**config.mk**
```make
export PLATFORM = sky130hd
export DESIGN_NAME = crs_front
export DESIGN_NICKNAME = d
export VERILOG_FILES = /design/src/rtl/core/crs_pkg.sv /design/src/rtl/core/crs_front.sv
export SDC_FILE = /design/constraint.sdc
export NUM_CORES = 1
export LEC_CHECK = 0
export BUFFER_PORTS_ARGS = -buffer_cell sky130_fd_sc_hd__buf_2
export CORE_MARGIN = 5
export CORE_UTILIZATION = 40
export CTS_CLUSTER_DIAMETER = 60
export DETAILED_ROUTE_END_ITERATION = 8
export PLACE_DENSITY = 0.66
export SKIP_CTS_REPAIR_TIMING = 1
export SLEW_MARGIN = 20
export SYNTH_ARGS = -nofsm -noshare
export SYNTH_HDL_FRONTEND = slang
export SYNTH_SLANG_ARGS = --single-unit
```
**constraint.sdc**
```tcl
create_clock -name clk -period 4.3 [get_ports clk]
set_input_delay 0 -clock clk [delete_from_list [all_inputs] [get_ports clk]]
set_output_delay 0 -clock clk [all_outputs]
set_load 0.01 [all_outputs]
```
**src/rtl/core/crs_pkg.sv**
```systemverilog
// ----------------------------------------------------------------------------
// crs_pkg
// Types, constants and helper functions shared by the route splitter core.
// ----------------------------------------------------------------------------
package crs_pkg;

	localparam int MAX_NODES  = 256;
	localparam int DIST_BITS  = 24;

	localparam int NODE_W     = 8;
	localparam int IN_DIST_W  = 24;
	localparam int DEMAND_W   = 10;
	localparam int CAP_W      = 16;
	localparam int LOAD_W     = 17;
	localparam int COST_W     = 40;

	localparam int NODE_IDX_W = $clog2(MAX_NODES);
	localparam int ADDR_W     = 2 * NODE_IDX_W;
	localparam int TABLE_DEPTH = 2 ** ADDR_W;

	localparam int OPQ_DEPTH  = 4;
	localparam int OUT_DEPTH  = 4;

	localparam int CFG_IDX_W  = 1;
	localparam int CFG_DATA_W = 16;

	localparam logic [CFG_IDX_W-1:0] REG_DEPOT    = 1'd0;
	localparam logic [CFG_IDX_W-1:0] REG_CAPACITY = 1'd1;

	localparam logic [NODE_W-1:0] DEPOT_RESET    = 8'd0;
	localparam logic [CAP_W-1:0]  CAPACITY_RESET = 16'd10;

	localparam logic [1:0] CMD_LOAD     = 2'd0;
	localparam logic [1:0] CMD_CUSTOMER = 2'd1;
	localparam logic [1:0] CMD_END      = 2'd2;

	typedef struct packed {
		logic [1:0]           cmd;
		logic [NODE_W-1:0]    row_node;
		logic [NODE_W-1:0]    col_node;
		logic [IN_DIST_W-1:0] distance_value;
		logic [NODE_W-1:0]    customer;
		logic [DEMAND_W-1:0]  demand;
	} item_t;

	typedef struct packed {
		logic [NODE_W-1:0] node;
		logic [COST_W-1:0] route_cost;
		logic              last;
	} result_t;

	typedef enum logic {
		OP_WRITE,
		OP_ADVANCE
	} op_kind_t;

	// One operation for the back end: a table write or one step along the tour.
	typedef struct packed {
		op_kind_t             kind;
		logic                 in_range;
		logic [ADDR_W-1:0]    addr;
		logic [DIST_BITS-1:0] wdata;
		logic [NODE_W-1:0]    node;
		logic                 emit;
		logic                 last;
	} op_t;

	function automatic logic node_in_range(input logic [NODE_W-1:0] n);
		logic [31:0] wide;
		wide = 32'(n);
		return wide < 32'(MAX_NODES);
	endfunction

	function automatic logic [NODE_IDX_W-1:0] node_index(input logic [NODE_W-1:0] n);
		logic [31:0] wide;
		wide = 32'(n);
		return wide[NODE_IDX_W-1:0];
	endfunction

	function automatic op_t make_write(input logic [NODE_W-1:0] row,
			input logic [NODE_W-1:0] col, input logic [IN_DIST_W-1:0] val);
		op_t         op;
		logic [31:0] wide;
		wide        = 32'(val);
		op.kind     = OP_WRITE;
		op.in_range = node_in_range(row) && node_in_range(col);
		op.addr     = {node_index(row), node_index(col)};
		op.wdata    = wide[DIST_BITS-1:0];
		op.node     = col;
		op.emit     = 1'b0;
		op.last     = 1'b0;
		return op;
	endfunction

	function automatic op_t make_advance(input logic [NODE_W-1:0] from,
			input logic [NODE_W-1:0] to, input logic emit, input logic last);
		op_t op;
		op.kind     = OP_ADVANCE;
		op.in_range = node_in_range(from) && node_in_range(to);
		op.addr     = {node_index(from), node_index(to)};
		op.wdata    = '0;
		op.node     = to;
		op.emit     = emit;
		op.last     = last;
		return op;
	endfunction

endpackage

```
**src/rtl/core/crs_front.sv**
```systemverilog
// ----------------------------------------------------------------------------
// crs_front
// Accepts items, holds the configuration and the route load, and turns each
// item into zero, one or two back-end operations.
// ----------------------------------------------------------------------------
module crs_front (
	input  logic                            clk,
	input  logic                            arst_n,
	input  logic                            push,
	output logic                            full,
	input  crs_pkg::item_t                  item,
	input  logic                            cfg_we,
	input  logic [crs_pkg::CFG_IDX_W-1:0]   cfg_index,
	input  logic [crs_pkg::CFG_DATA_W-1:0]  cfg_data,
	input  logic                            q_full,
	output logic                            q_push,
	output crs_pkg::op_t                    q_data,
	output logic                            clear
);
	import crs_pkg::*;

	logic [NODE_W-1:0] depot_q;
	logic [CAP_W-1:0]  capacity_q;
	logic [LOAD_W-1:0] route_load_q;
	logic [NODE_W-1:0] prev_q;
	logic              pending_q;
	op_t               pend_op_q;

	logic              accept;
	logic [LOAD_W-1:0] load_sum;
	logic              fits;
	logic              op0_valid;
	logic              op1_valid;
	op_t               op0;
	op_t               op1;
	logic [LOAD_W-1:0] load_next;
	logic [NODE_W-1:0] prev_next;

	// A two-operation item parks its second operation until the queue can take it.
	assign full   = pending_q | q_full;
	assign accept = push & ~full;
	assign clear  = cfg_we && (cfg_index == REG_DEPOT);

	assign load_sum = route_load_q + LOAD_W'(item.demand);
	assign fits     = load_sum <= LOAD_W'(capacity_q);

	always_comb begin
		op0_valid = 1'b0;
		op1_valid = 1'b0;
		op0       = '0;
		op1       = '0;
		load_next = route_load_q;
		prev_next = prev_q;
		unique case (item.cmd)
			CMD_LOAD: begin
				op0_valid = 1'b1;
				op0       = make_write(item.row_node, item.col_node, item.distance_value);
			end
			CMD_CUSTOMER: begin
				if (item.customer != depot_q) begin
					op0_valid = 1'b1;
					prev_next = item.customer;
					if (fits) begin
						load_next = load_sum;
						op0       = make_advance(prev_q, item.customer, 1'b1, 1'b0);
					end else begin
						load_next = LOAD_W'(item.demand);
						op0       = make_advance(prev_q, depot_q, 1'b1, 1'b0);
						op1_valid = 1'b1;
						op1       = make_advance(depot_q, item.customer, 1'b1, 1'b0);
					end
				end
			end
			CMD_END: begin
				op0_valid = 1'b1;
				op1_valid = 1'b1;
				op0       = make_advance(prev_q, depot_q, 1'b0, 1'b0);
				op1       = make_advance(depot_q, depot_q, 1'b1, 1'b1);
				load_next = '0;
				prev_next = depot_q;
			end
			default: begin
			end
		endcase
	end

	assign q_push = pending_q ? ~q_full : (accept & op0_valid);
	assign q_data = pending_q ? pend_op_q : op0;

	always_ff @(posedge clk or negedge arst_n) begin
		if (!arst_n) begin
			depot_q      <= DEPOT_RESET;
			capacity_q   <= CAPACITY_RESET;
			route_load_q <= '0;
			prev_q       <= DEPOT_RESET;
			pending_q    <= 1'b0;
		end else begin
			if (cfg_we) begin
				if (cfg_index == REG_DEPOT) begin
					depot_q      <= cfg_data[NODE_W-1:0];
					route_load_q <= '0;
					prev_q       <= cfg_data[NODE_W-1:0];
				end else if (cfg_index == REG_CAPACITY) begin
					capacity_q <= cfg_data[CAP_W-1:0];
				end
			end else if (accept) begin
				route_load_q <= load_next;
				prev_q       <= prev_next;
			end
			if (pending_q && !q_full) begin
				pending_q <= 1'b0;
			end else if (accept && op1_valid) begin
				pending_q <= 1'b1;
			end
		end
	end

	always_ff @(posedge clk) begin
		if (accept && op1_valid) begin
			pend_op_q <= op1;
		end
	end

endmodule

```
# --- Yosys cells after proc, flatten, opt, wreduce, memory -nomap -nowiden ---
# Cells that the tools add are included.
word_totals:
  register_bits: 102
classes:
  addsub: 1
  magnitude_cmp: 1
  eq_ne: 5
  muxes: 26
  bitwise_logic: 6
  n_reduce_logical: 12
ops:
  columns: ["operator", "n"]
  rows:
  - ["$mux W52", 4]
  - ["$pmux W52 S3", 1]
  - ["$pmux W52 S2", 1]
  - ["$mux W17", 5]
  - ["$mux W42", 1]
  - ["$pmux W17 S2", 1]
  - ["$mux W8", 4]
  - ["$add A17 B10 Y17", 1]
  - ["$le A17 B16 Y1", 1]
  - ["$pmux W8 S2", 1]
  - ["$ne A8 B8 Y1", 1]
  - ["$mux W1", 6]
  - ["$pmux W1 S2", 2]
  - ["$reduce_and A2 Y1", 2]
  - ["$reduce_and A4 Y1", 1]
  - ["$reduce_bool A2 Y1", 2]
  - ["$logic_and A1 B1 Y1", 3]
  - ["$ne A3 B3 Y1 const B", 1]
  - ["$not A1 Y1", 3]
  - ["$reduce_bool A3 Y1", 1]
  - ["$and A1 B1 Y1", 2]
  - ["$eq A2 B1 Y1 const B", 1]
  - ["$eq A2 B2 Y1 const B", 1]
  - ["$logic_not A2 Y1", 1]
  - ["other kinds (4)", 4]

# --- Longest topological paths before layout ---
depth:
  word_depth: 8
  depth_mapped: 18
  ltp_nobuf: 16

# --- Worst setup path before layout ---
# No wires, ideal clock.
synth_timing:
  kind: "flip-flop to flip-flop"
  start: "register route_load_q[0]"
  end: "register pend_op_q[0] in the netlist's numbering, enable pin"
  arrival_ps: 4112
  slack_ps: -211
  path_stages_with_launch: 16
  n_path_buf: 0
  cell_sequence: "dfrtp_1 -> ha_1 -> inv_1 -> fa_1 -> nor2b_1 -> o31a_1 -> o211ai_1 -> a21oi_1 -> xnor2_1 -> ha_1 -> nand3_1 -> nor4_1 -> a21boi_0 -> o31a_1 -> o21ai_2 -> a21oi_1"
synth_via:
  elab_chain_cells: 6
synth_rtl:
  columns: ["element", "line", "source"]
  rows:
  - ["start: declaration", "crs_front.sv:24", "logic [LOAD_W-1:0] route_load_q;"]
  - ["start signal: assignment", "crs_front.sv:107", "route_load_q <= load_next;"]
  - ["$add A17 B10 Y17", "crs_front.sv:44", "assign load_sum = route_load_q + LOAD_W'(item.demand);"]
  - ["$le A17 B16 Y1", "crs_front.sv:45", "assign fits = load_sum <= LOAD_W'(capacity_q);"]
  - ["$mux W1", "crs_front.sv:63", "if (fits) begin"]
  - ["$mux W1", "crs_front.sv:60", "if (item.customer != depot_q) begin"]
  - ["$pmux W1 S2", "crs_front.sv:54", "unique case (item.cmd)"]
  - ["$logic_and A1 B1 Y1", "crs_front.sv:119", "if (accept && op1_valid) begin"]
  - ["end signal: assignment", "crs_front.sv:120", "pend_op_q <= op1;"]
  - ["end: declaration", "crs_front.sv:27", "op_t pend_op_q;"]
# No other way between the ends.
# A chain may end at the register's enable or synchronous reset.

==> metrics.txt <==
status=finished with violations; failing checks=negative hold slack; CP Cell Sequence=ha_1 -> inv_1 -> fa_2 -> nor2b_1 -> o31a_1 -> o211ai_1 -> a21oi_1 -> xnor2_1 -> ha_1 -> nand3_4 -> nor4_4 -> a21boi_2 -> o31a_1 -> buf_6 -> o211ai_1 -> o211ai_1 -> buf_2; routability congestion estimate=0.9228; largest cells by area after synthesis=dfrtp_1 (24%), edfxtp_1 (11%), ha_1 (7.6%); Root Buffer=clkbuf_16; max-slew violation count=0; post-layout util=0.5346; worst-path maximum fanout=8; CP Class=flop to output pin; Worst Hold Class=input pin to flop; antenna cells=0; wire per inst=18.35 um; Die Y=121.3 um; total number of vias=4824; Post-synth top flop=dfrtp_1; setup_tns=0 ns; first-pass GRT wire length=24010 um; # DRC=0; Worst EP required=4.30 ns; nets@finish=797; most frequent cells in the layout=buf_2 (136), nand2_1 (51), dfrtp_1 (48), a21oi_1 (40), inv_1 (40); Yosys Warn Count=0; Final Hold Slack=-0.03505 ns; crit end category=output pin; I/O pin total=137; Multi-input gate area=2878 um2; # clock sinks=68; drt via density=5.629; grt total ovfl=0; Worst setup SP type=flop; most common cell after layout, fill and taps aside=buf_2; total power=2.074 mW; cell taking the most area after synthesis=dfrtp_1; synthesized area per cell=9.298 um2; Skew-Pair Late Insertion Delay=0.33 ns; cell leakage power=3.148 nW; Fill cells=1083; slew margin rel.=0.3271; FF+latch count, synth=68; Core ar.=12060 um2; post-synth top area share=0.2424; Routed Wire Length=15720 um; Port Buffers=136; Area Growth Syn to Fin=30.12%; Post-Syn Nets=646; number of max-cap violations=0; Clk pin slew, worst setup/hold paths=0.06 ns; CTS Buf Count=9; register area=1794 um2; HPWL reported at the end of detailed placement=11700 um; vias in the first global route=4639; pre-CTS setup slack=-0.02696 ns; Peak VDD IR=0.0001724 V; Worst Tran Pin Value=1.009 ns; TritonCTS clock tree=done; DIE AREA=14720 um2; sequential cell area fraction in the yosys report=0.3620; antenna violations before repair=0; Final Hold Vio Count=1; Final min period=4.223 ns; setup ws final=0.07685 ns; ys async rst share=0.7353; Synth Cell Area=4956 um2; number of flops mapped to enable cells by yosys=18; Detailed Routing Iterations Pass 1=8; final setup skew=0.006847 ns; final worst-path cycle share=0.9821; CP max-delay cell=dfrtp_1; Rows=40; PwrDens=321.7 nW/um2; maximum clock rate=236.8 MHz; Die Width=121.3 um; most numerous cell on the critical path=o211ai_1; Yosys cell types=55; pin count of the biggest net entering global routing=51; Starting Density=0.4109; Cells after Synth=533; CP Data Arrival Time=4.22 ns; CTS H-tree depth=3; Crit path largest cell delay=0.39 ns; CTS max path bufs=2; GRT Resource Usage Total=0.2068; fraction of layout cells with a size suffix above 1=0.3353; 1st-iter DRT viols=309; DRT antenna net count=0; setup violators final=0
==> power by group <==
group,internal [mW],switching (mW),total [mW]
combinational,0.227,0.274,0.500
clock,0.523,0.281,0.804
sequential,0.722,0.0485,0.770
total,1.47,0.603,2.07
==> final timing paths <==
path	cells after the start	slack, ns	endpoint	from
worst max-delay path	17	0.08	q_data[40]	route_load_q[0]
worst min-delay path	3	-0.04	pending_q	q_full
worst max register to register	17	0.13	pend_op_q[49]	route_load_q[0]
worst min register to register	1	0.50	capacity_q[15]	capacity_q[15]
max in group asynchronous	3	3.55	depot_q[7]	arst_n
min in group asynchronous	3	0.31	route_load_q[3]	arst_n
==> flip-flops by register name, summed over array words and instances (netlist names) <==
| register | cells |
|---|---|
| pending_q | 1 |
| capacity_q | 16 |
| depot_q | 8 |
| prev_q | 8 |
| pend_op_q | 18 |
| route_load_q | 17 |
==> layer usage <==
layer,vias to the layer above,GRT usage,share of wire
li1,2251,-,-
met1,2276,0.2513,0.39
met2,266,0.3585,0.49
met3,31,0.03869,0.094
met4,0,0.08473,0.028
met5,-,0,0
==> cell usage after synthesis, types with 3 or more instances <==
master and number:
nand3_1 16, a21boi_0 4, a21o_1 12, ha_1 30, a222oi_1 8, or2_2 3
o21a_1 12, buf_4 9, nand4_1 9, mux2_2 32, nand2_1 52, xor2_1 13
buf_2 4, and3_1 27, a211oi_1 3, a32o_1 5, and2_1 12, o21ai_0 17
clkbuf_1 27, nor2_1 10, a21oi_1 43, edfxtp_1 18, o211ai_1 27, nor4_1 3
dfrtp_1 48, a22oi_1 8, inv_1 40, xnor2_1 8
==> worst max-delay path, delay by kind of cell, from the launching register on <==
family | cells | cell delay (ns)
buffers and inverters | 3 | 0.46
AOI/OAI and AO/OA | 7 | 1.57
xor gates and xnor gates | 1 | 0.20
adders and majority gates | 3 | 0.78
and+or+nand+nor | 3 | 0.48
DFF | 1 | 0.39
==> final cells by class <==
class	count	area share
Inverter	40	0.02328
Tap cell	168	0.03260
Sequential cell	68	0.2782
Clock buffer	10	0.03706
Clock inverter	6	0.01319
Multi-Input combinational cell	384	0.4463
Timing Repair Buffer	181	0.1694
==> metrics by stage <==
step / std cells / instance area [um2]
2_1_floorplan: 533 / 4960
3_3_place_gp: 807 / 5753
3_5_place_dp: 807 / 5753
4_1_cts: 823 / 6077
5_1_grt: 857 / 6449
6_report: 857 / 6449
==> kinds of logic after synthesis <==
logic type      share of synthesized area
fa+ha+maj                         0.07978
mux                               0.07271
compound gates                     0.2196
flops                              0.3620
buf+inv                           0.07069
xor+xnor                          0.04595
simple gates                       0.1492
(Power assumes the default switching activity.)
