==> config.mk <==
export PLATFORM = sky130hd
export DESIGN_NAME = crs_op_queue
export DESIGN_NICKNAME = d
export VERILOG_FILES = /design/src/rtl/core/crs_pkg.sv /design/src/rtl/core/crs_op_queue.sv
export SDC_FILE = /design/constraint.sdc
export NUM_CORES = 1
export LEC_CHECK = 0
export ABC_AREA = 1
export BUFFER_PORTS_ARGS = -buffer_cell sky130_fd_sc_hd__buf_2
export CAP_MARGIN = 20
export CORE_MARGIN = 2
export CORE_UTILIZATION = 45
export DETAILED_ROUTE_END_ITERATION = 16
export PLACE_DENSITY_LB_ADDON = 0.2
export SYNTH_ARGS = -nofsm -noshare
export SYNTH_HDL_FRONTEND = slang
export SYNTH_SLANG_ARGS = --single-unit
export TNS_END_PERCENT = 5
==> constraint.sdc <==
create_clock -name clk -period 2.9 [get_ports clk]
set_input_delay 0.145 -clock clk [delete_from_list [all_inputs] [get_ports clk]]
set_output_delay 0.145 -clock clk [all_outputs]
set_load 0.02 [all_outputs]
==> src/rtl/core/crs_pkg.sv <==
// ----------------------------------------------------------------------------
// crs_pkg
// Types, constants and helper functions shared by the route splitter core.
// ----------------------------------------------------------------------------
package crs_pkg;

	localparam int MAX_NODES  = 256;
	localparam int DIST_BITS  = 24;

	localparam int NODE_W     = 8;
	localparam int IN_DIST_W  = 24;
	localparam int DEMAND_W   = 10;
	localparam int CAP_W      = 16;
	localparam int LOAD_W     = 17;
	localparam int COST_W     = 40;

	localparam int NODE_IDX_W = $clog2(MAX_NODES);
	localparam int ADDR_W     = 2 * NODE_IDX_W;
	localparam int TABLE_DEPTH = 2 ** ADDR_W;

	localparam int OPQ_DEPTH  = 4;
	localparam int OUT_DEPTH  = 4;

	localparam int CFG_IDX_W  = 1;
	localparam int CFG_DATA_W = 16;

	localparam logic [CFG_IDX_W-1:0] REG_DEPOT    = 1'd0;
	localparam logic [CFG_IDX_W-1:0] REG_CAPACITY = 1'd1;

	localparam logic [NODE_W-1:0] DEPOT_RESET    = 8'd0;
	localparam logic [CAP_W-1:0]  CAPACITY_RESET = 16'd10;

	localparam logic [1:0] CMD_LOAD     = 2'd0;
	localparam logic [1:0] CMD_CUSTOMER = 2'd1;
	localparam logic [1:0] CMD_END      = 2'd2;

	typedef struct packed {
		logic [1:0]           cmd;
		logic [NODE_W-1:0]    row_node;
		logic [NODE_W-1:0]    col_node;
		logic [IN_DIST_W-1:0] distance_value;
		logic [NODE_W-1:0]    customer;
		logic [DEMAND_W-1:0]  demand;
	} item_t;

	typedef struct packed {
		logic [NODE_W-1:0] node;
		logic [COST_W-1:0] route_cost;
		logic              last;
	} result_t;

	typedef enum logic {
		OP_WRITE,
		OP_ADVANCE
	} op_kind_t;

	// One operation for the back end: a table write or one step along the tour.
	typedef struct packed {
		op_kind_t             kind;
		logic                 in_range;
		logic [ADDR_W-1:0]    addr;
		logic [DIST_BITS-1:0] wdata;
		logic [NODE_W-1:0]    node;
		logic                 emit;
		logic                 last;
	} op_t;

	function automatic logic node_in_range(input logic [NODE_W-1:0] n);
		logic [31:0] wide;
		wide = 32'(n);
		return wide < 32'(MAX_NODES);
	endfunction

	function automatic logic [NODE_IDX_W-1:0] node_index(input logic [NODE_W-1:0] n);
		logic [31:0] wide;
		wide = 32'(n);
		return wide[NODE_IDX_W-1:0];
	endfunction

	function automatic op_t make_write(input logic [NODE_W-1:0] row,
			input logic [NODE_W-1:0] col, input logic [IN_DIST_W-1:0] val);
		op_t         op;
		logic [31:0] wide;
		wide        = 32'(val);
		op.kind     = OP_WRITE;
		op.in_range = node_in_range(row) && node_in_range(col);
		op.addr     = {node_index(row), node_index(col)};
		op.wdata    = wide[DIST_BITS-1:0];
		op.node     = col;
		op.emit     = 1'b0;
		op.last     = 1'b0;
		return op;
	endfunction

	function automatic op_t make_advance(input logic [NODE_W-1:0] from,
			input logic [NODE_W-1:0] to, input logic emit, input logic last);
		op_t op;
		op.kind     = OP_ADVANCE;
		op.in_range = node_in_range(from) && node_in_range(to);
		op.addr     = {node_index(from), node_index(to)};
		op.wdata    = '0;
		op.node     = to;
		op.emit     = emit;
		op.last     = last;
		return op;
	endfunction

endpackage

==> src/rtl/core/crs_op_queue.sv <==
// ----------------------------------------------------------------------------
// crs_op_queue
// Short first-in first-out queue of operations between front and back end.
// ----------------------------------------------------------------------------
module crs_op_queue (
	input  logic         clk,
	input  logic         arst_n,
	input  logic         wr_en,
	input  crs_pkg::op_t wr_data,
	output logic         q_full,
	input  logic         rd_en,
	output crs_pkg::op_t rd_data,
	output logic         q_empty
);
	import crs_pkg::*;

	localparam int PTR_W = $clog2(OPQ_DEPTH);
	localparam int CNT_W = $clog2(OPQ_DEPTH + 1);
	localparam logic [PTR_W-1:0] PTR_LAST = PTR_W'(OPQ_DEPTH - 1);

	op_t              entry_q [OPQ_DEPTH];
	logic [PTR_W-1:0] wr_ptr_q;
	logic [PTR_W-1:0] rd_ptr_q;
	logic [CNT_W-1:0] count_q;

	assign q_full  = count_q == CNT_W'(OPQ_DEPTH);
	assign q_empty = count_q == '0;
	assign rd_data = entry_q[rd_ptr_q];

	always_ff @(posedge clk) begin
		if (wr_en) begin
			entry_q[wr_ptr_q] <= wr_data;
		end
	end

	always_ff @(posedge clk or negedge arst_n) begin
		if (!arst_n) begin
			wr_ptr_q <= '0;
			rd_ptr_q <= '0;
			count_q  <= '0;
		end else begin
			if (wr_en) begin
				wr_ptr_q <= (wr_ptr_q == PTR_LAST) ? '0 : wr_ptr_q + 1'b1;
			end
			if (rd_en) begin
				rd_ptr_q <= (rd_ptr_q == PTR_LAST) ? '0 : rd_ptr_q + 1'b1;
			end
			unique case ({wr_en, rd_en})
				2'b10:   count_q <= count_q + 1'b1;
				2'b01:   count_q <= count_q - 1'b1;
				default: count_q <= count_q;
			endcase
		end
	end

endmodule

Word-level counts from Yosys, hierarchy flattened
Memory sizes are Yosys's and may differ from the RTL's.
Index checks and enable logic that the tools add are counted.
- add/sub/neg operators: 4
- equality and inequality tests: 5
- multiplexer cells: 5
- reduce and logical (&&, ||, !) cells: 2
- operators by type and width (cell ; number):
    $eq A2 B2 Y1 const B ; 3
    $pmux W3 S2 ; 1
    $add A2 B1 Y2 const B ; 2
    $mux W2 ; 2
    $add A3 B1 Y3 const B ; 1
    $eq A3 B3 Y1 const B ; 1
    $logic_not A3 Y1 ; 1
    $sub A3 B1 Y3 const B ; 1
    $eq A2 B1 Y1 const B ; 1
    $mux W1 ; 2
    $reduce_bool A2 Y1 ; 1
- bits in registers: 7
- bits in writable memories: 208
- output and inout bits: 54
- word-level logic and storage cells: 20
- memories kept: 1
- memories (memory ; words ; bits a word ; read ports ; clocked after Yosys merged registers in ; wr ports ; RTL line ; text):
    entry_q ; 4 ; 52 ; 1 ; 0 ; 1 ; crs_op_queue.sv:21 ; op_t entry_q [OPQ_DEPTH];

Logic depth before layout (Yosys ltp)
Gate-level depths: netlist (run 1).
- depth in word-level cells: 2
- depth in mapped cells: 10

Least setup slack after synthesis (run 1)
Ideal clock, no wire load.
- kind: register to register
- start: register wr_ptr_q[0]
- end: memory entry_q[2][0] (netlist name), enable pin
- arrival time: 1.695 ns
- data required time: 2.494 ns
- slack: 0.799 ns
- cell stages (with the launch flop): 5
- path through: dfrtp_1 > inv_1 > ha_1 > nand2_1 > inv_1
- RTL lines (what ; RTL line ; text):
    from (decl) ; crs_op_queue.sv:22 ; logic [PTR_W-1:0] wr_ptr_q;
    from (signal assigned) ; crs_op_queue.sv:43 ; wr_ptr_q <= (wr_ptr_q == PTR_LAST) ? '0 : wr_ptr_q + 1'b1;
    to (decl) ; crs_op_queue.sv:21 ;
Straight into the memory's write port.

==> results of run 1 <==
==> where the power goes <==
group | leakage [nW] | total, mW | switching (mW) | internal, mW
Sequential | 1.99 | 4.13 | 0.140 | 3.98
Clock | 0.332 | 2.66 | 1.12 | 1.54
Combinational | 2.10 | 3.51 | 2.42 | 1.10
Total | 4.42 | 10.3 | 3.68 | 6.62
==> cells in the final DEF (no fill, tap or decap), types with 4 or more instances in the layout <==
master / instances
sky130_fd_sc_hd__clkbuf_1: 4
sky130_fd_sc_hd__nand2_1: 169
sky130_fd_sc_hd__o211ai_2: 9
sky130_fd_sc_hd__o21ai_0: 4
sky130_fd_sc_hd__dfrtp_1: 6
sky130_fd_sc_hd__clkinv_1: 6
sky130_fd_sc_hd__ha_1: 6
sky130_fd_sc_hd__buf_4: 9
sky130_fd_sc_hd__clkbuf_16: 23
sky130_fd_sc_hd__o211ai_1: 95
sky130_fd_sc_hd__inv_1: 113
sky130_fd_sc_hd__buf_12: 5
sky130_fd_sc_hd__dlygate4sd3_1: 57
sky130_fd_sc_hd__buf_2: 109
sky130_fd_sc_hd__inv_2: 5
sky130_fd_sc_hd__edfxtp_1: 208
sky130_fd_sc_hd__clkinv_2: 5
==> cell type report <==
class / instances / area (um^2) / share of cell area
clock inverter: 14 / 92.6 / 0.00858
timing repair buffer: 180 / 1280 / 0.119
antenna: 1 / 2.50 / 0.000232
clock buffer: 27 / 591 / 0.0547
multi-input combinational: 292 / 1620 / 0.150
inverter: 119 / 452 / 0.0419
sequential: 215 / 6420 / 0.595
tap: 260 / 325 / 0.0302
==> worst register-to-register path, stage by stage, from the launching register on <==
cell and delay [ns]:
sky130_fd_sc_hd__dfrtp_1 0.41, sky130_fd_sc_hd__inv_1 0.11, sky130_fd_sc_hd__ha_1 0.16, sky130_fd_sc_hd__nand2_1 0.06, sky130_fd_sc_hd__inv_2 0.41, sky130_fd_sc_hd__buf_4 0.32
==> metal layers <==
layer	wire length, um	track usage
met2	8160	0.293
met1	7570	0.215
met4	462	0.0495
met5	0	0
met3	778	0.0369
==> kinds of logic after synthesis <==
kind of cell / share of synthesized area
buf+inv: 0.0733
xor+xnor: 0.00101
simple gates: 0.0764
compound gates: 0.0981
fa+ha+maj: 0.0110
flops: 0.740
==> registers in the layout, summed over array words and instances (netlist names) <==
name	cells
entry_q	208
count_q	3
rd_ptr_q	2
wr_ptr_q	2
==> per-stage QoR <==
step	hold WS, ns	utilization
after floorplan	-0.151	-
after global placement	-0.0134	0.506
after detailed placement	-0.00766	0.506
after CTS	0.373	0.573
after global routing	0.384	0.573
final	0.393	0.573
==> path summary, 6_finish.rpt <==
check / from / endpoint / slack [ns]
max: rd_ptr_q[0] / rd_data[40] / 0.50
min: wr_data[34] / entry_q[1][34] / 0.39
max reg2reg: wr_ptr_q[0] / entry_q[0][21] / 1.12
min reg2reg: count_q[2] / count_q[2] / 0.50
max in group asynchronous: arst_n / rd_ptr_q[1] / 1.49
min in group asynchronous: arst_n / count_q[1] / 0.49
==> what timing repair did <==
| action | 4_1_cts | 5_1_grt |
|---|---|---|
| hold buffers | 57 | 0 |
| hold endpoints to repair | 219 | 0 |
| endpoints found under the setup margin | 0 | 0 |
==> impl_metrics.sql, run 1 <==
INSERT INTO impl_metrics (metric_group, metric, value, unit) VALUES
('pwr', 'p_total', '10.3', 'mW'),
('sta', 'final.setup.tns', '0', 'ns'),
('hold_path', 'holdPathStages', '2', ''),
('cts', 'clock_sink_count', '215', ''),
('cts', 'cts.path.max_buffers', '3', ''),
('synth', 'yosysMostFrequentCell', 'sky130_fd_sc_hd__edfxtp_1', ''),
('critical_path', 'critical_path.slowest_cell', 'sky130_fd_sc_hd__buf_4', ''),
('pwr', 'power_per_cell_area', '955', 'nW/um^2'),
('critical_path', 'req_time_crit_path', '2.76', 'ns'),
('floorplan', 'die_h', '143', 'um'),
('critical_path', 'timing.reg2reg.worst_path_depth', '5', ''),
('pwr', 'leakage_power', '4.42', 'nW'),
('cells_and_area', 'final_design_area_no_fill', '10800', 'um^2'),
('floorplan', 'boundaryPins', '110', ''),
('sta', 'rsz0062_at_grt', 'false', ''),
('synth', 'post-synth-top-area-cell', 'sky130_fd_sc_hd__edfxtp_1', ''),
('routing', 'routed_via_density', '4.80', ''),
('cells_and_area', 'layout-area-overhead-vs-synth', '24.3', '%'),
('synth', 'synth_cell_types', '19', ''),
('sta', 'worst_clock_skew', '0.00755', 'ns'),
('sta', 'timing_max_transition_violations_final', '0', ''),
('placed_design', 'placed_area', '9530', 'um^2'),
('job', 'cap_violations', '0', ''),
('routing', 'drt.antenna.violating_nets', '0', ''),
('global_routing', 'gr_util_all_layers', '0.169', ''),
('critical_path', 'timing.setup.critical_path_class', 'flop to primary output', ''),
('floorplan', 'initial_core_util', '0.461', ''),
('routing', 'drtPass1Iterations', '6', ''),
('cts', 'cts_max_level', '1', ''),
('sta', 'final.setup.worst_slack', '0.499', 'ns'),
('cts', 'ctsRootBufferMaster', 'sky130_fd_sc_hd__clkbuf_16', ''),
('global_routing', 'antenna_found_initial', '1', ''),
('synth', 'postSynth.topFlopCell', 'sky130_fd_sc_hd__edfxtp_1', ''),
('critical_path', 'total_stage_count_of_the_critical_path', '6', ''),
('synth', 'synth-warning-count', '0', ''),
('floorplan', 'dieArea', '20400', 'um^2'),
('placed_design', 'preCtsSetupSlack', '1.01', 'ns'),
('synth', 'async_flop_share', '0.0326', ''),
('global_routing', 'grt_max_degree', '70', ''),
('cts', 'tritoncts_clock_tree', 'yes', ''),
('synth', 'postSynthRegisterBits', '215', ''),
('sta', 'fraction_of_the_cycle_the_final_worst_path_needs', '0.828', ''),
('run_status', 'run_status', 'finished, final reports clean', ''),
('routing', 'detailroute.via_count', '5319', ''),
('global_routing', 'overflow', '0', ''),
('synth', 'netlist_area', '8670', 'um^2'),
('hold_path', 'hp-class', 'input pin to flop', ''),
('sta', 'maxSlewHeadroom', '0.524', ''),
('pwr', 'peakVddDrop', '0.000522', 'V'),
('floorplan', 'die_w', '143', 'um'),
('global_routing', 'grt_first_pass_wirelength', '26.6', 'mm'),
('synth', 'synth.top_cells.by_area', 'sky130_fd_sc_hd__edfxtp_1 (72%), sky130_fd_sc_hd__o211ai_1 (8.2%), sky130_fd_sc_hd__nand2_1 (7.3%)', ''),
('cells_and_area', 'post_layout_nonfiller_instances', '1108', ''),
('critical_path', 'worst-endpoint-arrival', '2.26', 'ns'),
('routing', 'drt_wl_total', '17.0', 'mm'),
('floorplan', 'floorplan.rows', '50', ''),
('routing', 'starting_drc_count_in_detailed_routing', '263', ''),
('synth', 'syn-num-nets', '724', ''),
('critical_path', 'timing.critical_path.to_type', 'primary output', ''),
('cells_and_area', 'post_route_cells_drive_above_1_share', '0.201', ''),
('routing', 'route.detailed.drc', '0', ''),
('sta', 'timing.final.setup_violations', '0', ''),
('synth', 'synth_area_per_cell', '13.1', 'um^2'),
('cells_and_area', 'design.final.nets', '894', ''),
('critical_path', 'critPathMaxFanout', '69', ''),
('cells_and_area', 'n_fill_cell', '1514', ''),
('critical_path', 'critical_path.cell_chain', 'inv_6 -> buf_4 -> nand2_1 -> o211ai_1 -> nand2_1 -> buf_2', ''),
('critical_path', 'critical_path.startpoint_type', 'flop', ''),
('critical_path', 'cp_common_cell', 'sky130_fd_sc_hd__nand2_1', ''),
('sta', 'final_period_minus_worst_setup_slack', '2.40', 'ns'),
('cts', 'numCtsBuffers', '23', '');
Power figures use the tool's default switching activity.
==> run 2: changes to the inputs <==
- clock period: 2.9 -> 2.49 ns (I/O delays scaled with it)
==> impl_metrics.sql, run 2 (synthesized netlist as in run 1, its figures left out) <==
INSERT INTO impl_metrics (metric_group, metric, value, unit) VALUES
('run_status', 'run_status', 'finished, final reports clean', ''),
('cells_and_area', 'layout_commonest_cell', 'sky130_fd_sc_hd__edfxtp_1', ''),
('critical_path', 'critical_path.n_buffers_inverters', '3', ''),
('sta', 'final.setup.tns', '0', 'ns'),
('floorplan', 'initial_core_util', '0.461', ''),
('cells_and_area', 'n_fill_cell', '1534', ''),
('hold_path', 'worst_min_path_start', 'wr_data[40]', ''),
('critical_path', 'ff2ff_setup_slack', '0.76', 'ns'),
('critical_path', 'critPathMaxFanout', '64', ''),
('critical_path', 'cp_common_cell', 'sky130_fd_sc_hd__nand2_1', ''),
('cts', 'tritoncts_clock_tree', 'yes', ''),
('routing', 'drt.antenna.violating_nets', '0', ''),
('cts', 'postCtsSetupBuffers', '0', ''),
('routing', 'detail_routed_net_length_per_standard_cell', '15.2', 'um'),
('sta', 'fraction_of_the_cycle_the_final_worst_path_needs', '0.908', ''),
('routing', 'detailroute.via_count', '5295', ''),
('routing', 'starting_drc_count_in_detailed_routing', '246', ''),
('critical_path', 'rr_endpoint', 'entry_q[0][13]', ''),
('global_routing', 'gr_util_all_layers', '0.164', ''),
('cts', 'cts.reportedPaths.clkPinSlew', '0.06', 'ns'),
('sta', 'timing_worst_slew_pin_value', '0.693', 'ns'),
('sta', 'timing.final.setup_violations', '0', ''),
('sta', 'worst_clock_skew', '0.0148', 'ns'),
('placed_design', 'place.port_buffers', '109', ''),
('cells_and_area', 'regArea', '6420', 'um^2'),
('critical_path', 'worstSetupStartpoint', 'rd_ptr_q[0]', ''),
('placed_design', 'globalplace.congestion', '0.708', ''),
('cells_and_area', 'largest_register_ff_count', '208', ''),
('job', 'cap_violations', '0', ''),
('critical_path', 'critical_path.cell_chain', 'inv_6 -> buf_4 -> nand2_1 -> o211ai_1 -> nand2_1 -> buf_2', ''),
('hold_path', 'timing.hold.worst_endpoint', 'entry_q[0][40]', ''),
('floorplan', 'dieArea', '20400', 'um^2'),
('routing', 'route.detailed.drc', '0', ''),
('sta', 'rsz0062_at_grt', 'false', ''),
('critical_path', 'timing.reg2reg.worst_path_depth', '5', ''),
('floorplan', 'die_h', '143', 'um'),
('cts', 'cts.path.max_buffers', '3', ''),
('routing', 'drtPass1Iterations', '4', ''),
('sta', 'final_period_minus_worst_setup_slack', '2.26', 'ns'),
('cells_and_area', 'final_design_area_no_fill', '10800', 'um^2'),
('critical_path', 'timing.setup.critical_path_class', 'flop to primary output', ''),
('critical_path', 'worst_path_dominant_cell_family', 'buffers and inverters', ''),
('cells_and_area', 'post_route_cells_drive_above_1_share', '0.197', ''),
('pwr', 'power_per_cell_area', '1110', 'nW/um^2'),
('critical_path', 'slowest_delay', '0.44', 'ns'),
('cts', 'cts_max_level', '1', ''),
('pwr', 'peakVddDrop', '0.000661', 'V'),
('cts', 'numCtsBuffers', '23', ''),
('hold_path', 'holdPathStages', '2', ''),
('hold_path', 'hp-class', 'input pin to flop', ''),
('sta', 'timing_max_transition_violations_final', '0', ''),
('global_routing', 'via_count_of_the_first_global_routing_pass', '5183', ''),
('global_routing', 'antenna_found_initial', '1', ''),
('placed_design', 'hpwlAfterDp', '10.0', 'mm'),
('cts', 'clock_sink_count', '215', ''),
('floorplan', 'coreArea', '18800', 'um^2'),
('cells_and_area', 'layout-area-overhead-vs-synth', '23.9', '%'),
('critical_path', 'critical_path.slowest_cell', 'sky130_fd_sc_hd__dfrtp_1', ''),
('critical_path', 'worst-endpoint-arrival', '2.14', 'ns'),
('cells_and_area', 'layout_top_registers', 'entry_q x208, count_q x3', ''),
('routing', 'routed_via_density', '4.78', ''),
('cts', 'ctsRootBufferMaster', 'sky130_fd_sc_hd__clkbuf_16', ''),
('sta', 'maxSlewHeadroom', '0.538', ''),
('cells_and_area', 'layout.cells.most_common_list', 'sky130_fd_sc_hd__edfxtp_1 (208), sky130_fd_sc_hd__nand2_1 (169), sky130_fd_sc_hd__inv_1 (113)', ''),
('critical_path', 'critical_path.startpoint_type', 'flop', ''),
('placed_design', 'preCtsSetupSlack', '0.736', 'ns'),
('critical_path', 'worstReg2RegStart', 'wr_ptr_q[0]', ''),
('sta', 'final.setup.worst_slack', '0.229', 'ns'),
('critical_path', 'timing.critical_path.to_type', 'primary output', ''),
('floorplan', 'die_w', '143', 'um'),
('sta', 'final-hold-violation-count', '0', ''),
('critical_path', 'req_time_crit_path', '2.37', 'ns'),
('global_routing', 'overflow', '0', ''),
('placed_design', 'placed_area', '9520', 'um^2'),
('floorplan', 'boundaryPins', '110', ''),
('cells_and_area', 'reg_with_most_ffs', 'entry_q', ''),
('sta', 'max_freq', '442', 'MHz'),
('routing', 'drt_wl_total', '16.8', 'mm'),
('floorplan', 'floorplan.rows', '50', ''),
('global_routing', 'grt_max_degree', '65', ''),
('pwr', 'leakage_power', '4.41', 'nW'),
('global_routing', 'grt_first_pass_wirelength', '26.2', 'mm'),
('cells_and_area', 'design.final.nets', '893', ''),
('cells_and_area', 'multiInputGateArea', '1620', 'um^2'),
('cts', 'clock_insertion_delay_worst_skew', '0.50', 'ns');
## run 2: changes by cell type in the layout (fill, tap and decap cells not counted), sizes merged
cell | previous run | this run
clkbuf | 27 | 33
clkinvlp | 2 | 0
bufinv | 1 | 0
inv | 119 | 120
dlygate4sd3 | 57 | 56
clkinv | 11 | 7
## run 2: what timing repair did
action,4_1_cts,5_1_grt
hold endpoints to repair,219,0
hold buffers,56,0
resized for setup,0,0
## run 2: area by class of cell
class / count / area share
Tap cell: 260 / 0.0303
Clock inverter: 8 / 0.00349
Antenna cell: 1 / 0.000233
Sequential cell: 215 / 0.597
Clock buffer: 33 / 0.0589
Timing Repair Buffer: 179 / 0.117
Multi-Input combinational cell: 292 / 0.150
Inverter: 119 / 0.0420
## run 2: routing by layer
layer	vias up	GRT usage	share of wire
met4	0	0.0360	0.014
met5	-	0	0
li1	2634	-	-
met3	22	0.0339	0.053
met2	120	0.282	0.49
met1	2519	0.216	0.44
## run 2: worst max path at each step
| stage | slack (ns) | cells past startpoint | end |
|---|---|---|---|
| global placement | 0.78 | 5 | entry_q[0][48] |
| finish | 0.23 | 6 | rd_data[13] |
| CTS | 0.22 | 6 | rd_data[13] |
| global route | 0.08 | 6 | rd_data[13] |
| floorplan | 0.39 | 4 | entry_q[2][0] |
| detailed placement | 0.74 | 5 | entry_q[0][46] |
## run 2: through the flow
step | hold WS (ns) | power (mW) | cells | utilization
2_1_floorplan | -0.171 | 7.62 | 661 | -
3_3_place_gp | -0.0247 | 8.83 | 1009 | 0.505
3_5_place_dp | -0.0210 | 8.95 | 1009 | 0.505
4_1_cts | 0.352 | 12.1 | 1106 | 0.571
5_1_grt | 0.362 | 12.6 | 1107 | 0.571
6_report | 0.374 | 11.9 | 1107 | 0.571
## run 2: worst register-to-register path, delay by kind of cell (launching register included)
kind,cells,cell delay [ns]
DFF,1,0.41
adders and majority gates,1,0.15
buffers and inverters,3,0.79
and+or+nand+nor,1,0.06
## run 2: where the power goes
group	total [mW]	leakage, nW	internal (mW)	switching, mW
logic	4.08	2.09	1.28	2.80
clock network	3.03	0.327	1.76	1.27
registers	4.80	1.99	4.64	0.162
==> run 3: changes to the inputs <==
- CORE_UTILIZATION: 45 -> 52
- clock period: 2.49 -> 2 ns (I/O delays scaled with it)
==> impl_metrics.sql, run 3 (synthesized netlist as in run 1, its figures left out) <==
INSERT INTO impl_metrics (metric_group, metric, value, unit) VALUES
('run_status', 'run_status', 'finished, final reports clean', ''),
('floorplan', 'floorplan.rows', '47', ''),
('sta', 'finalHoldWorstSlack', '0.356', 'ns'),
('critical_path', 'critPathMaxFanout', '25', ''),
('cells_and_area', 'n_fill_cell', '1194', ''),
('routing', 'route.detailed.drc', '0', ''),
('routing', 'drt_wl_total', '17.7', 'mm'),
('critical_path', 'ff2ff_setup_slack', '0.30', 'ns'),
('critical_path', 'slowest_delay', '0.44', 'ns'),
('cells_and_area', 'post_layout_nonfiller_instances', '1071', ''),
('cells_and_area', 'layout_commonest_cell', 'sky130_fd_sc_hd__edfxtp_1', ''),
('critical_path', 'timing.setup.critical_path_class', 'flop to primary output', ''),
('cells_and_area', 'layout-area-overhead-vs-synth', '26.2', '%'),
('cells_and_area', 'largest_register_ff_count', '208', ''),
('critical_path', 'worst-endpoint-arrival', '1.78', 'ns'),
('sta', 'maxSlewHeadroom', '0.743', ''),
('cts', 'clock_insertion_delay_worst_skew', '0.49', 'ns'),
('floorplan', 'initial_core_util', '0.527', ''),
('hold_path', 'holdPathStages', '2', ''),
('cts', 'cts.path.max_buffers', '3', ''),
('global_routing', 'grt_max_degree', '54', ''),
('sta', 'final.setup.tns', '0', 'ns'),
('sta', 'final-hold-violation-count', '0', ''),
('sta', 'worst_clock_skew', '0.0123', 'ns'),
('critical_path', 'critical_path.startpoint_type', 'flop', ''),
('cts', 'cts_max_level', '1', ''),
('hold_path', 'worst_min_path_start', 'wr_data[37]', ''),
('cells_and_area', 'design.final.nets', '900', ''),
('floorplan', 'die_w', '133', 'um'),
('critical_path', 'req_time_crit_path', '1.90', 'ns'),
('placed_design', 'place.port_buffers', '109', ''),
('placed_design', 'placed_cells_incl_taps', '970', ''),
('placed_design', 'hpwlAfterDp', '9.93', 'mm'),
('cells_and_area', 'layout_top_registers', 'entry_q x208, count_q x3', ''),
('routing', 'detail_routed_net_length_per_standard_cell', '16.6', 'um'),
('critical_path', 'critical_path.slowest_cell', 'sky130_fd_sc_hd__dfrtp_2', ''),
('sta', 'fraction_of_the_cycle_the_final_worst_path_needs', '0.942', ''),
('cells_and_area', 'diodes', '0', ''),
('cts', 'cts.reportedPaths.clkPinSlew', '0.06', 'ns'),
('cells_and_area', 'post_route_cells_drive_above_1_share', '0.208', ''),
('cells_and_area', 'reg_with_most_ffs', 'entry_q', ''),
('critical_path', 'timing.critical_path.to_type', 'primary output', ''),
('pwr', 'p_total', '15.4', 'mW'),
('job', 'cap_violations', '0', ''),
('sta', 'timing.final.setup_violations', '0', ''),
('routing', 'routed_via_density', '5.06', ''),
('placed_design', 'globalplace.congestion', '0.734', ''),
('global_routing', 'antenna_found_initial', '0', ''),
('global_routing', 'overflow', '0', ''),
('cts', 'ctsRootBufferMaster', 'sky130_fd_sc_hd__clkbuf_16', ''),
('hold_path', 'timing.hold.worst_endpoint', 'entry_q[3][37]', ''),
('cells_and_area', 'final_design_area_no_fill', '10900', 'um^2'),
('critical_path', 'critical_path.cell_chain', 'inv_4 -> buf_12 -> o211ai_1 -> nand2_1 -> buf_2', ''),
('placed_design', 'placed_area', '9540', 'um^2'),
('critical_path', 'timing.reg2reg.worst_path_depth', '5', ''),
('global_routing', 'via_count_of_the_first_global_routing_pass', '5348', ''),
('cts', 'clock_sink_count', '215', ''),
('sta', 'max_freq', '531', 'MHz'),
('sta', 'timing_worst_slew_pin_value', '0.386', 'ns'),
('floorplan', 'coreArea', '16500', 'um^2'),
('sta', 'timing_max_transition_violations_final', '0', ''),
('floorplan', 'boundaryPins', '110', ''),
('routing', 'detailroute.via_count', '5422', ''),
('critical_path', 'rr_endpoint', 'entry_q[2][33]', ''),
('routing', 'drt.antenna.violating_nets', '0', ''),
('sta', 'rsz0062_at_grt', 'false', ''),
('global_routing', 'grt_first_pass_wirelength', '27.5', 'mm'),
('sta', 'final_period_minus_worst_setup_slack', '1.88', 'ns'),
('cts', 'tritoncts_clock_tree', 'yes', ''),
('pwr', 'peakVddDrop', '0.000806', 'V'),
('floorplan', 'die_h', '133', 'um'),
('critical_path', 'worstReg2RegStart', 'wr_ptr_q[0]', ''),
('floorplan', 'dieArea', '17700', 'um^2'),
('pwr', 'leakage_power', '4.51', 'nW'),
('cells_and_area', 'layout.cells.most_common_list', 'sky130_fd_sc_hd__edfxtp_1 (208), sky130_fd_sc_hd__nand2_1 (169), sky130_fd_sc_hd__inv_1 (113)', ''),
('routing', 'drtPass1Iterations', '4', ''),
('global_routing', 'gr_util_all_layers', '0.199', ''),
('pwr', 'power_per_cell_area', '1400', 'nW/um^2'),
('routing', 'starting_drc_count_in_detailed_routing', '299', ''),
('cts', 'numCtsBuffers', '22', ''),
('hold_path', 'hp-class', 'input pin to flop', '');
==> run 3: worst max-delay path by stage <==
stage | start | slack (ns) | to | cells after the start
detailed placement | wr_ptr_q[0] | 0.31 | entry_q[2][37] | 5
global route | rd_ptr_q[0] | 0.02 | rd_data[37] | 6
CTS | rd_ptr_q[0] | 0.03 | rd_data[40] | 6
global placement | wr_ptr_q[0] | 0.35 | entry_q[2][40] | 5
finish | rd_ptr_q[1] | 0.12 | rd_data[15] | 5
floorplan | wr_ptr_q[0] | -0.10 | entry_q[0][0] | 4
==> run 3: cell type report <==
class / instances / area [um^2] / share of cell area
Clock inverter: 13 / 87.6 / 0.00800
Clock buffer: 25 / 583 / 0.0533
Timing Repair Buffer: 185 / 1470 / 0.134
Timing Repair inverter: 2 / 17.5 / 0.00160
Multi-Input combinational cell: 292 / 1620 / 0.148
Tap cell: 220 / 275 / 0.0252
Inverter: 119 / 469 / 0.0429
Sequential cell: 215 / 6420 / 0.587
==> run 3: power breakdown <==
| part | internal (mW) | total, mW | switching [mW] |
|---|---|---|---|
| sequential | 5.78 | 6.01 | 0.230 |
| combinational | 1.91 | 5.56 | 3.66 |
| clock | 2.21 | 3.79 | 1.58 |
| total | 9.89 | 15.4 | 5.47 |
==> run 3: layer usage <==
layer,GRT usage,part of all wire,vias to the layer above
met1,0.259,0.43,2606
met5,0,0,-
met2,0.352,0.51,131
met3,0.0312,0.045,31
met4,0.0550,0.017,0
li1,-,-,2654
==> run 3: metrics by stage <==
| step | setup WS [ns] | utilization |
|---|---|---|
| after floorplan | -0.101 | - |
| after global placement | 0.347 | 0.579 |
| after global routing | 0.0188 | 0.665 |
| after CTS | 0.0344 | 0.662 |
| after detailed placement | 0.311 | 0.579 |
| final | 0.117 | 0.665 |
==> run 3: what timing repair did <==
action	4_1_cts	5_1_grt
setup endpoints to repair	46	26
gates cloned	4	2
gates resized for setup	9	4
buffers inserted	1	0
hold endpoints to repair	219	0
hold buffers	56	0
==> run 3: worst max-delay path, delay by kind of cell (launching register included) <==
family	cells	cell delay, ns
buffers and inverters	3	0.60
DFF	1	0.44
AOI/OAI and AO/OA	1	0.12
and+or+nand+nor	1	0.10
